===== src/design/ps2ht_pkg.sv =====
// Package for the PS/2 host byte transceiver: field widths, command codes,
// configuration register indexes and reset values. No dependencies.
`timescale 1ns / 1ps

package ps2ht_pkg;

  localparam int KindW  = 2;
  localparam int ByteW  = 8;
  localparam int DelayW = 16;
  localparam int CfgW   = 16;
  localparam int CfgIdxW = 1;

  // Command codes carried in the kind field
  localparam logic [KindW-1:0] KIND_TICK = 2'd0;
  localparam logic [KindW-1:0] KIND_SEND = 2'd1;
  localparam logic [KindW-1:0] KIND_RECV = 2'd2;

  // Configuration register indexes
  localparam logic [CfgIdxW-1:0] CFG_INHIBIT = 1'b0;
  localparam logic [CfgIdxW-1:0] CFG_RELEASE = 1'b1;

  localparam logic [DelayW-1:0] INHIBIT_RESET = 16'd100;
  localparam logic [DelayW-1:0] RELEASE_RESET = 16'd50;

  localparam int DATA_BITS_DEFAULT = 8;

endpackage


===== src/design/ps2ht_if.sv =====
// Valid/ready channel interfaces for the PS/2 host transceiver: line-sample
// words in, drive/status words out. Depends on ps2ht_pkg.
`timescale 1ns / 1ps

interface ps2ht_in_if;
  logic                         valid;
  logic                         ready;
  logic [ps2ht_pkg::KindW-1:0]  kind;
  logic                         clock_line;
  logic                         data_line;
  logic [ps2ht_pkg::ByteW-1:0]  byte_in;

  modport source (output valid, kind, clock_line, data_line, byte_in, input ready);
  modport sink   (input valid, kind, clock_line, data_line, byte_in, output ready);
endinterface

interface ps2ht_out_if;
  logic                         valid;
  logic                         ready;
  logic                         clock_drive_low;
  logic                         data_drive_low;
  logic                         busy_res;
  logic                         done_res;
  logic [ps2ht_pkg::ByteW-1:0]  byte_out;

  modport source (output valid, clock_drive_low, data_drive_low, busy_res, done_res,
                  byte_out, input ready);
  modport sink   (input valid, clock_drive_low, data_drive_low, busy_res, done_res,
                  byte_out, output ready);
endinterface


===== src/design/ps2_host_byte_transceiver_core.sv =====
// PS/2 host transceiver top level: one sampling tick per input word, one
// drive/status word out per tick. Depends on ps2ht_pkg and ps2ht_if.
// Latency: an accepted word gives its result word in the output register on the
// next cycle. Throughput: one word per cycle; the only stall is a full output
// register whose word is not taken (ready follows that register and out ready).
// Reset (rst_ni low, asynchronous): idle, clock and data released, delays 100/50.
`timescale 1ns / 1ps

module ps2_host_byte_transceiver_core #(
  parameter int DATA_BITS = ps2ht_pkg::DATA_BITS_DEFAULT
) (
  input  logic                          clk_i,
  input  logic                          rst_ni,
  ps2ht_in_if.sink                      in_s,
  ps2ht_out_if.source                   out_m,
  input  logic                          cfg_we_i,
  input  logic [ps2ht_pkg::CfgIdxW-1:0] cfg_idx_i,
  input  logic [ps2ht_pkg::CfgW-1:0]    cfg_data_i
);

  // Bit counter must hold DATA_BITS itself
  localparam int BitCntW = $clog2(DATA_BITS + 1);
  localparam logic [BitCntW-1:0] LastBit = BitCntW'(DATA_BITS);

  // Transfer phases: send path (inhibit, data bits, parity, stop, ack) then the
  // receive path, which a send falls into for the reply byte.
  typedef enum logic [3:0] {
    PH_IDLE,
    PH_INHIBIT,
    PH_TX_BITS,
    PH_TX_PARITY,
    PH_TX_STOP,
    PH_TX_ACK,
    PH_RX_START,
    PH_RX_BITS,
    PH_RX_PARITY,
    PH_RX_STOP,
    PH_RX_RELEASE
  } phase_e;

  // Configuration registers
  logic [ps2ht_pkg::DelayW-1:0] inhibit_ticks_q, release_ticks_q;

  // Transfer state
  phase_e                       phase_q, phase_d;
  logic [BitCntW-1:0]           bit_cnt_q, bit_cnt_d;
  logic [ps2ht_pkg::ByteW-1:0]  shift_q, shift_d;
  logic                         parity_q, parity_d;
  logic [ps2ht_pkg::DelayW-1:0] delay_q, delay_d;
  logic                         last_clk_q;
  logic                         hold_clk_q, hold_clk_d;
  logic                         data_low_q, data_low_d;

  // Output register
  logic                         out_valid_q;
  logic                         out_clk_low_q, out_data_low_q, out_busy_q, out_done_q;
  logic [ps2ht_pkg::ByteW-1:0]  out_byte_q;

  logic                         done_d;
  logic [ps2ht_pkg::ByteW-1:0]  result_d;
  logic                         fall;
  logic                         in_acc;
  logic [BitCntW-1:0]           bit_cnt_inc;

  // Take a new word whenever the output register is empty or drains this cycle
  assign in_s.ready = !out_valid_q || out_m.ready;
  assign in_acc     = in_s.valid && in_s.ready;

  // Device clock falling edge, seen against the previous tick's sample
  assign fall        = last_clk_q && !in_s.clock_line;
  assign bit_cnt_inc = bit_cnt_q + BitCntW'(1);

  always_comb begin
    phase_d    = phase_q;
    bit_cnt_d  = bit_cnt_q;
    shift_d    = shift_q;
    parity_d   = parity_q;
    delay_d    = delay_q;
    hold_clk_d = hold_clk_q;
    data_low_d = data_low_q;
    done_d     = 1'b0;
    result_d   = '0;

    if (phase_q == PH_IDLE && in_s.kind == ps2ht_pkg::KIND_SEND) begin
      // Start a send: hold clock low for the inhibit time
      shift_d    = in_s.byte_in;
      parity_d   = 1'b1;
      bit_cnt_d  = '0;
      hold_clk_d = 1'b1;
      data_low_d = 1'b0;
      delay_d    = inhibit_ticks_q;
      phase_d    = PH_INHIBIT;
    end else if (phase_q == PH_IDLE && in_s.kind == ps2ht_pkg::KIND_RECV) begin
      hold_clk_d = 1'b0;
      data_low_d = 1'b0;
      shift_d    = '0;
      bit_cnt_d  = '0;
      phase_d    = PH_RX_START;
    end else begin
      case (phase_q)
        PH_INHIBIT: begin
          // Zero counts as one tick; on expiry drive the start bit, release clock
          if (delay_q <= ps2ht_pkg::DelayW'(1)) begin
            delay_d    = '0;
            data_low_d = 1'b1;
            hold_clk_d = 1'b0;
            phase_d    = PH_TX_BITS;
          end else begin
            delay_d = delay_q - ps2ht_pkg::DelayW'(1);
          end
        end
        PH_TX_BITS: begin
          if (fall) begin
            // Drive LSB; bits past the eighth shift out as zero
            data_low_d = !shift_q[0];
            parity_d   = parity_q ^ shift_q[0];
            shift_d    = shift_q >> 1;
            bit_cnt_d  = bit_cnt_inc;
            if (bit_cnt_inc >= LastBit) phase_d = PH_TX_PARITY;
          end
        end
        PH_TX_PARITY: begin
          if (fall) begin
            data_low_d = !parity_q;
            phase_d    = PH_TX_STOP;
          end
        end
        PH_TX_STOP: begin
          if (fall) begin
            data_low_d = 1'b0;
            phase_d    = PH_TX_ACK;
          end
        end
        PH_TX_ACK: begin
          // Acknowledge clock passes; fall into receiving the reply byte
          if (fall) begin
            hold_clk_d = 1'b0;
            data_low_d = 1'b0;
            shift_d    = '0;
            bit_cnt_d  = '0;
            phase_d    = PH_RX_START;
          end
        end
        PH_RX_START: begin
          if (fall) phase_d = PH_RX_BITS;
        end
        PH_RX_BITS: begin
          if (fall) begin
            // Drop received bits past the eighth
            if (32'(bit_cnt_q) < ps2ht_pkg::ByteW) begin
              shift_d[bit_cnt_q[2:0]] = shift_q[bit_cnt_q[2:0]] | in_s.data_line;
            end
            bit_cnt_d = bit_cnt_inc;
            if (bit_cnt_inc >= LastBit) phase_d = PH_RX_PARITY;
          end
        end
        PH_RX_PARITY: begin
          if (fall) phase_d = PH_RX_STOP;
        end
        PH_RX_STOP: begin
          if (fall) begin
            hold_clk_d = 1'b1;
            delay_d    = release_ticks_q;
            phase_d    = PH_RX_RELEASE;
          end
        end
        PH_RX_RELEASE: begin
          // Clock stays held low (inhibit) after the byte is reported
          if (delay_q <= ps2ht_pkg::DelayW'(1)) begin
            delay_d  = '0;
            done_d   = 1'b1;
            result_d = shift_q;
            phase_d  = PH_IDLE;
          end else begin
            delay_d = delay_q - ps2ht_pkg::DelayW'(1);
          end
        end
        default: begin
          phase_d = PH_IDLE;
        end
      endcase
    end
  end

  // Configuration writes
  always_ff @(posedge clk_i or negedge rst_ni) begin
    if (!rst_ni) begin
      inhibit_ticks_q <= ps2ht_pkg::INHIBIT_RESET;
      release_ticks_q <= ps2ht_pkg::RELEASE_RESET;
    end else if (cfg_we_i) begin
      case (cfg_idx_i)
        ps2ht_pkg::CFG_INHIBIT: inhibit_ticks_q <= cfg_data_i;
        ps2ht_pkg::CFG_RELEASE: release_ticks_q <= cfg_data_i;
        default: ;
      endcase
    end
  end

  // Advance the transfer state on each accepted word
  always_ff @(posedge clk_i or negedge rst_ni) begin
    if (!rst_ni) begin
      phase_q    <= PH_IDLE;
      bit_cnt_q  <= '0;
      shift_q    <= '0;
      parity_q   <= 1'b1;
      delay_q    <= '0;
      last_clk_q <= 1'b1;
      hold_clk_q <= 1'b0;
      data_low_q <= 1'b0;
    end else if (in_acc) begin
      phase_q    <= phase_d;
      bit_cnt_q  <= bit_cnt_d;
      shift_q    <= shift_d;
      parity_q   <= parity_d;
      delay_q    <= delay_d;
      last_clk_q <= in_s.clock_line;
      hold_clk_q <= hold_clk_d;
      data_low_q <= data_low_d;
    end
  end

  // Output register: hold a word until taken, load a new one on accept
  always_ff @(posedge clk_i or negedge rst_ni) begin
    if (!rst_ni) begin
      out_valid_q <= 1'b0;
    end else if (in_acc) begin
      out_valid_q <= 1'b1;
    end else if (out_m.ready) begin
      out_valid_q <= 1'b0;
    end
  end

  always_ff @(posedge clk_i) begin
    if (in_acc) begin
      out_clk_low_q  <= hold_clk_d;
      out_data_low_q <= data_low_d;
      out_busy_q     <= (phase_d != PH_IDLE);
      out_done_q     <= done_d;
      out_byte_q     <= result_d;
    end
  end

  assign out_m.valid           = out_valid_q;
  assign out_m.clock_drive_low = out_clk_low_q;
  assign out_m.data_drive_low  = out_data_low_q;
  assign out_m.busy_res        = out_busy_q;
  assign out_m.done_res        = out_done_q;
  assign out_m.byte_out        = out_byte_q;

  // An accepted word always shows up in the output register next cycle
  a_accept_loads: assert property (@(posedge clk_i) disable iff (!rst_ni)
    in_acc |=> out_valid_q)
    else $error("accepted word did not reach the output register");

  // A finishing transfer is never reported as still busy
  a_done_not_busy: assert property (@(posedge clk_i) disable iff (!rst_ni)
    (out_valid_q && out_done_q) |-> !out_busy_q)
    else $error("done word reported busy");

  // Byte field is zero except on a done word
  a_byte_only_on_done: assert property (@(posedge clk_i) disable iff (!rst_ni)
    (out_valid_q && !out_done_q) |-> (out_byte_q == '0))
    else $error("byte reported without done");

  // Data line is released throughout the receive path
  a_rx_data_released: assert property (@(posedge clk_i) disable iff (!rst_ni)
    (phase_q == PH_RX_START || phase_q == PH_RX_BITS || phase_q == PH_RX_PARITY ||
     phase_q == PH_RX_STOP || phase_q == PH_RX_RELEASE) |-> !data_low_q)
    else $error("data driven low while receiving");

endmodule


===== src/flat_wrapper.sv =====
// flat-port wrapper written by rule: the top's interface ports become plain ports
module ps2_host_byte_transceiver_core_flat 
#(
  parameter int DATA_BITS = ps2ht_pkg::DATA_BITS_DEFAULT
)
  (clk_i, rst_ni, cfg_we_i, cfg_idx_i, cfg_data_i, in_s_valid, in_s_kind, in_s_clock_line, in_s_data_line, in_s_byte_in, in_s_ready, out_m_valid, out_m_clock_drive_low, out_m_data_drive_low, out_m_busy_res, out_m_done_res, out_m_byte_out, out_m_ready);
  ps2ht_in_if in_s_i ();
  ps2ht_out_if out_m_i ();
  input  logic clk_i;
  input  logic rst_ni;
  input  logic cfg_we_i;
  input  logic [ps2ht_pkg::CfgIdxW-1:0] cfg_idx_i;
  input  logic [ps2ht_pkg::CfgW-1:0] cfg_data_i;
  input wire logic [$bits(in_s_i.valid)-1:0] in_s_valid;
  input wire logic [$bits(in_s_i.kind)-1:0] in_s_kind;
  input wire logic [$bits(in_s_i.clock_line)-1:0] in_s_clock_line;
  input wire logic [$bits(in_s_i.data_line)-1:0] in_s_data_line;
  input wire logic [$bits(in_s_i.byte_in)-1:0] in_s_byte_in;
  output wire logic [$bits(in_s_i.ready)-1:0] in_s_ready;
  output wire logic [$bits(out_m_i.valid)-1:0] out_m_valid;
  output wire logic [$bits(out_m_i.clock_drive_low)-1:0] out_m_clock_drive_low;
  output wire logic [$bits(out_m_i.data_drive_low)-1:0] out_m_data_drive_low;
  output wire logic [$bits(out_m_i.busy_res)-1:0] out_m_busy_res;
  output wire logic [$bits(out_m_i.done_res)-1:0] out_m_done_res;
  output wire logic [$bits(out_m_i.byte_out)-1:0] out_m_byte_out;
  input wire logic [$bits(out_m_i.ready)-1:0] out_m_ready;
  assign in_s_i.valid = in_s_valid;
  assign in_s_i.kind = in_s_kind;
  assign in_s_i.clock_line = in_s_clock_line;
  assign in_s_i.data_line = in_s_data_line;
  assign in_s_i.byte_in = in_s_byte_in;
  assign in_s_ready = in_s_i.ready;
  assign out_m_valid = out_m_i.valid;
  assign out_m_clock_drive_low = out_m_i.clock_drive_low;
  assign out_m_data_drive_low = out_m_i.data_drive_low;
  assign out_m_busy_res = out_m_i.busy_res;
  assign out_m_done_res = out_m_i.done_res;
  assign out_m_byte_out = out_m_i.byte_out;
  assign out_m_i.ready = out_m_ready;
  ps2_host_byte_transceiver_core #(.DATA_BITS(DATA_BITS)) u_core (.clk_i(clk_i), .rst_ni(rst_ni), .in_s(in_s_i), .out_m(out_m_i), .cfg_we_i(cfg_we_i), .cfg_idx_i(cfg_idx_i), .cfg_data_i(cfg_data_i));
endmodule

===== config.mk =====
export PLATFORM = sky130hd
export DESIGN_NAME = ps2_host_byte_transceiver_core_flat
export DESIGN_NICKNAME = d
export VERILOG_FILES = /design/src/design/ps2ht_pkg.sv /design/src/design/ps2ht_if.sv /design/src/design/ps2_host_byte_transceiver_core.sv /design/src/flat_wrapper.sv
export SDC_FILE = /design/constraint.sdc
export NUM_CORES = 1
export LEC_CHECK = 0
export ABC_AREA = 1
export CORE_MARGIN = 2
export CORE_UTILIZATION = 53
export CTS_CLUSTER_SIZE = 12
export DETAILED_ROUTE_END_ITERATION = 16
export DONT_BUFFER_PORTS = 1
export HOLD_SLACK_MARGIN = 0.08
export PLACE_DENSITY = 0.75
export SETUP_SLACK_MARGIN = 0.2
export SKIP_CTS_REPAIR_TIMING = 1
export SYNTH_ARGS = -nofsm -noshare
export SYNTH_HDL_FRONTEND = slang
export SYNTH_SLANG_ARGS = --single-unit

===== constraint.sdc =====
create_clock -name clk_i -period 2.1 [get_ports clk_i]
set_input_delay 0.315 -clock clk_i [delete_from_list [all_inputs] [get_ports clk_i]]
set_output_delay 0.315 -clock clk_i [all_outputs]
set_load 0.02 [all_outputs]

---- Word-level counts from Yosys, hierarchy flattened ----
Cells that the tools add are included.
storage, ports and cells
  bits of input ports ..................... 34
  output and inout bits ................... 14
  bits in registers ....................... 81
  logic and storage cells ................. 133
cells by class
  reduce and logical (&&, ||, !) cells .... 29
  $lt $le $gt $ge ......................... 5
  bitwise operators ....................... 5
  eq/ne operators ......................... 19
  add/subtract/negate cells ............... 2
  multiplexer cells ....................... 57
operators with widths
  cell                   count
  $mux 4                 18
  $mux 16                4
  $mux 8                 6
  $pmux 4 s10            1
  $pmux 16 s2            1
  $pmux 8 s3             1
  $mux 1                 20
  $ne 4x1->1 const B     5
  $eq 4x3->1 const B     4
  $le 16x1->1 const B    1
  $sub 16x1->16 const B  1
  $eq 4x4->1 const B     3
  $reduce_and 4->1       3
  $bwmux 8               1
  $eq 4x2->1 const B     2
  $pmux 4 s2             1
  $reduce_bool 4->1      2
  $reduce_and 6->1       1
  $reduce_bool 2->1      3
  $reduce_or 2->1        3
  $logic_and 1x1->1      5
  $reduce_bool 5->1      1
  $add 4x1->4 const B    1
  $eq 4x1->1 const B     1
  other kinds (22)       28

---- Logic depth before layout (Yosys ltp) ----
  depth in word-level cells ............... 10
  mapped depth ............................ 15
  depth with buffers taken out ............ 15

---- Least setup slack after synthesis ----
OpenSTA, ideal clock, no wires.
  kind .................................... flip-flop to flip-flop
  start ................................... register u_core.out_valid_q (netlist: u_core.out_m.valid)
  end ..................................... register u_core.shift_q[7] in the netlist's numbering
  library setup time ...................... 0.121 ns
  data arrival time ....................... 1.564 ns
  cell stages (with the launch flop) ...... 8
  setup slack ............................. 0.415 ns
  data required time ...................... 1.979 ns
  path buffers ............................ 1
  clock period less this slack ............ 1.685 ns
  path through ............................ dfrtp_1 nand2_1 nand2_1 inv_1 buf_4 nand3_1 o21ai_0 nand2_1
between the ends
  longest elaborated chain between the ends .. 4
ends and longest elaborated chain
  item                               line                                   source
  start, declared                    ps2_host_byte_transceiver_core.sv:55   logic out_valid_q;
  start signal, assigned             ps2_host_byte_transceiver_core.sv:225  out_valid_q <= 1'b0;
  start signal, assigned             ps2_host_byte_transceiver_core.sv:227  out_valid_q <= 1'b1;
  start signal, assigned             ps2_host_byte_transceiver_core.sv:229  out_valid_q <= 1'b0;
  $logic_not 1->1                    ps2_host_byte_transceiver_core.sv:66   assign in_s.ready = !out_valid_q || out_m.ready;
  $logic_or 1x1->1                   ps2_host_byte_transceiver_core.sv:66
  net in_s_ready                     flat_wrapper.sv:19                     output wire logic [$bits(in_s_i.ready)-1:0] in_s_ready;
  $logic_and 1x1->1                  ps2_host_byte_transceiver_core.sv:67   assign in_acc = in_s.valid && in_s.ready;
  net u_core.in_acc                  ps2_host_byte_transceiver_core.sv:62   logic in_acc;
  $reduce_and 6->1 (no source line)  n/a
  end signal, assigned               ps2_host_byte_transceiver_core.sv:213  shift_q <= shift_d;
  end, declared                      ps2_host_byte_transceiver_core.sv:47   logic [ps2ht_pkg::ByteW-1:0] shift_q, shift_d;
The timed path passes the listed nets, and every way through them passes these cells.
A chain may end at the register's enable or synchronous reset.

---- Worst setup path in the final report ----
  start ................................... register u_core.delay_q[0] in the netlist's numbering
  end ..................................... register u_core.out_busy_q (netlist: u_core.out_m.busy_res) (data pin)
between the ends
  longest elaborated chain between the ends .. 6
  elaborated cells on any way between the ends .. 7
  those cells by class .................... 1 x order compare; 5 x mux; 1 x reduce/logical
ends and longest elaborated chain
  item                       line                                                                          source
  start, declared            ps2_host_byte_transceiver_core.sv:49                                          logic [ps2ht_pkg::DelayW-1:0] delay_q, delay_d;
  start signal, assigned     ps2_host_byte_transceiver_core.sv:215                                         delay_q <= delay_d;
  $le 16x1->1 *              ps2_host_byte_transceiver_core.sv:103, ps2_host_byte_transceiver_core.sv:169
  $mux 4 (on tied branches)  ps2_host_byte_transceiver_core.sv:169, ps2_host_byte_transceiver_core.sv:103
  $pmux 4 s10 *              ps2_host_byte_transceiver_core.sv:100                                         case (phase_q)
  $mux 4 *                   ps2_host_byte_transceiver_core.sv:93                                          end else if (phase_q == PH_IDLE && in_s.kind == ps2ht_pkg::KIND_RECV) begin
  $mux 4 *                   ps2_host_byte_transceiver_core.sv:84                                          if (phase_q == PH_IDLE && in_s.kind == ps2ht_pkg::KIND_SEND) begin
  $reduce_bool 4->1 *        ps2_host_byte_transceiver_core.sv:237                                         out_busy_q <= (phase_d != PH_IDLE);
  end signal, assigned       ps2_host_byte_transceiver_core.sv:237
  end, declared              ps2_host_byte_transceiver_core.sv:56                                          logic out_clk_low_q, out_data_low_q, out_busy_q, out_done_q;
Every way passes the cells marked *; elsewhere a longest branch is shown, timed or not.

==> summary.txt <==
Critical path
  • CP peak stage delay: 0.43 ns
  • CP Buf/Inv Count: 2
  • Worst Setup SP: u_core.delay_q[0]
  • Register-to-Register Path Depth: 11
  • Arrival time worst endpoint: 1.93 ns
  • R2r endpoint: u_core.out_m.busy_res
  • Critical path, cell by cell: inv_2 > ha_4 > inv_1 > nand2_1 > nand2_1 > nor2_1 > nand2_2 > nand2_2 > o21ai_1 > nor3_1 > nand3_1
  • CP Capture Type: flop
  • Worst R2R Start: u_core.delay_q[0]
  • Worst path required time: 2.22 ns
  • Kind of critical path: reg2reg
  • Startpoint Class: flop
  • Slowest cell on crit path: dfrtp_1
  • Crit-path max FO: 6
  • Setup slack, reg-to-reg: ~0.29 ns
  • Cell family with most CP delay: simple AND/OR/NAND/NOR gates

Floorplan
  • Chip height: 98.6 um
  • Full die area: 0.00972 mm2
  • Site Rows: 34
  • Core Box Area: 0.00872 mm2
  • Num ports: 48
  • Die Span X: 98.6 um
  • Initial Utilization: 54.4%

CTS
  • Clock latency on the worst-skew pair: 0.37 ns
  • TritonCTS Buffers: 9
  • Clock-pin slew of the registers on the worst-case setup and hold paths: 0.08 ns
  • CTS H-tree depth: 3
  • Max clock buf depth: 2
  • Clock sinks: 81
  • Root Buffer: clkbuf_8
  • CTS tree: built

Yosys
  • Syn. warnings: 0
  • Top cells by count, synth: nand2_1, nor2_1, inv_1
  • Ys async rst share: 85.2%
  • Post-synthesis register bit count: approximately 80
  • Primary FF master, synth: dfrtp_1
  • Top post-synthesis cells by area: dfrtp_1, nand2_1, edfxtp_1
  • Register area share after synthesis: between 40% and 50%
  • Syn nets: 701
  • Post-Syn Area: 0.00474 mm2
  • Area leader, netlist: dfrtp_1
  • Share of the synthesized area in the top cell type: between 30% and 40%
  • Synth Area per Inst: around 7.1 um2
  • Post-synth EDFFs: 12
  • Post-Syn Instances: 664
  • Yosys cell types: 34
  • Count leader, synth: nand2_1

Detailed routing
  • Via count: between 4000 and 5000
  • Wire per inst: 13.7 um
  • Antenna Nets Post-Route: 0
  • Detailed Routing Iterations Pass 1: 4
  • Vias per inst: 5.32
  • Remaining DRCs: 0
  • Final wirelength: 10800 um
  • DRT iter0 DRCs: approximately 230

Cells and area
  • Footprint of the multi-input gates: about 0.0023 mm2
  • Final core utilization: 60.2%
  • Area growth, synth to finish: 10.6%
  • Diode count: 0
  • Fill count: 789
  • Final #Nets: 711
  • Fraction of layout cells with a size suffix above 1: 13.0%
  • Register area: 0.00210 mm2

Timing
  • Hold_ws: 0.0778 ns
  • Worst-Margin Slew: 0.879 ns
  • Count of final hold-check violations: 0
  • Time the worst path needs with I/O delays and setup: 1.81 ns
  • Final setup violation count: 0
  • Worst setup margin: around 0.29 ns
  • Setup_tns: 0 ns
  • Fin. max-slew vios: 0
  • RSZ-0062 raised after global routing: yes
  • Fmax: 553 MHz
  • Final clock skew: 0.0102 ns
  • Rel. slew slack: between 40% and 50%
  • Final period util: 86.1%

Worst hold path
  • Min-delay worst type: in2reg
  • Min-delay src: cfg_data_i[2]
  • WHS Path Cells: 2
  • Worst Hold End: u_core.inhibit_ticks_q[2]

GRT
  • Vias in the first global route: 4118
  • First-pass GRT wire length: approximately 19000 um
  • Pin count of the biggest net entering global routing: 70
  • Antenna violations before repair: 0
  • GRT Util Overall: 23.6%
  • Grt ovf: 0

Place
  • Pre-CTS WS: 0.221 ns
  • Gpl congestion: approximately 0.9
  • DP HPWL: 7600 um
  • Count of input and output buffers: 0

Power and ir drop
  • P_leak: 2.81 nW
  • Worst vdd ir: around 0.50 mV
  • Post-layout total power: 6.55 mW
  • PD cells: 1250 mW/mm2

Status
  • Status: complete, no violations

Flow run
  • Max cap viols: 0
-- through the flow --
| step | cells | instance area [um2] |
|---|---|---|
| finish | 787 | 5250 |
| global route | 787 | 5250 |
| CTS | 778 | 5090 |
| detailed placement | 762 | 4850 |
| global placement | 762 | 4850 |
| floorplan | 664 | 4740 |
-- cell families after synthesis --
group | synth area share [%]
compound gates | 10.9
buf+inv | 8.81
xor+xnor | 2.03
fa+ha+maj | 0.791
simple gates | 33.3
flops | 44.2
-- metal layers --
| metal | vias to the layer above | track usage [%] | share of wire [%] |
|---|---|---|---|
| met5 | - | 0 | 0 |
| met4 | 0 | 10.1 | 2.0 |
| met3 | 20 | 3.69 | 4.1 |
| met2 | 129 | 38.8 | 48 |
| met1 | 1923 | 31.3 | 46 |
| li1 | 2113 | - | - |
-- worst register-to-register path, cell delays in order (launching register included) --
cell	delay, ns
dfrtp_1	0.43
inv_2	0.11
ha_4	0.15
inv_1	0.06
nand2_1	0.05
nand2_1	0.05
nor2_1	0.12
nand2_2	0.14
nand2_2	0.09
o21ai_1	0.08
nor3_1	0.20
nand3_1	0.09
-- state kept, by name, indices dropped and copies added (netlist names), 4 cells and up --
register and cells:
u_core.delay_q 16, u_core.release_ticks_q 16, u_core.bit_cnt_q 4, u_core.inhibit_ticks_q 16
u_core.out_m.byte_out 8, u_core.phase_q 4, u_core.shift_q 8
-- power breakdown --
part / leakage (nW) / switching [mW] / total, mW / internal [mW]
registers: 0.962 / 0.473 / 2.50 / 2.03
clock network: 0.122 / 0.599 / 1.37 / 0.776
logic: 1.73 / 1.73 / 2.68 / 0.947
total: 2.81 / 2.80 / 6.55 / 3.75
-- cell type report --
type                       count  share of cell area (%)
clock buffer                  12                    3.17
inverter                      87                    6.32
tap                          108                    2.58
timing repair buffer          16                    3.05
multi-input combinational    479                    43.5
sequential                    81                    40.0
clock inverter                 4                    1.41
-- cell usage in the layout (no fill, tap or decap), types with 6 or more instances in the layout --
cell type / synthesis / final
nor2_1: 78 / 77
dfstp_2: 8 / 8
o21ai_0: 58 / 56
nand4_1: 7 / 7
buf_4: 1 / 11
nor2_2: 6 / 6
dfrtp_1: 61 / 61
xor2_1: 9 / 9
nand3_1: 44 / 44
o211ai_1: 9 / 9
edfxtp_1: 12 / 12
inv_2: 9 / 10
nand2_1: 213 / 210
nor3_1: 10 / 8
inv_1: 77 / 75
nand2_2: 10 / 11
clkbuf_8: 0 / 10
a21oi_1: 11 / 10
-- worst max path at each step --
stage	endpoint	slack (ns)	depth (start not counted)
3_3_place_gp	u_core.out_m.busy_res	0.26	7
3_5_place_dp	u_core.out_m.busy_res	0.22	11
4_1_cts	u_core.out_m.busy_res	0.20	11
5_1_grt	u_core.out_m.busy_res	0.13	11
2_1_floorplan	u_core.shift_q[7]	0.42	7
6_report	u_core.out_m.busy_res	0.29	11
No activity file was read; power rests on OpenSTA's default activity.
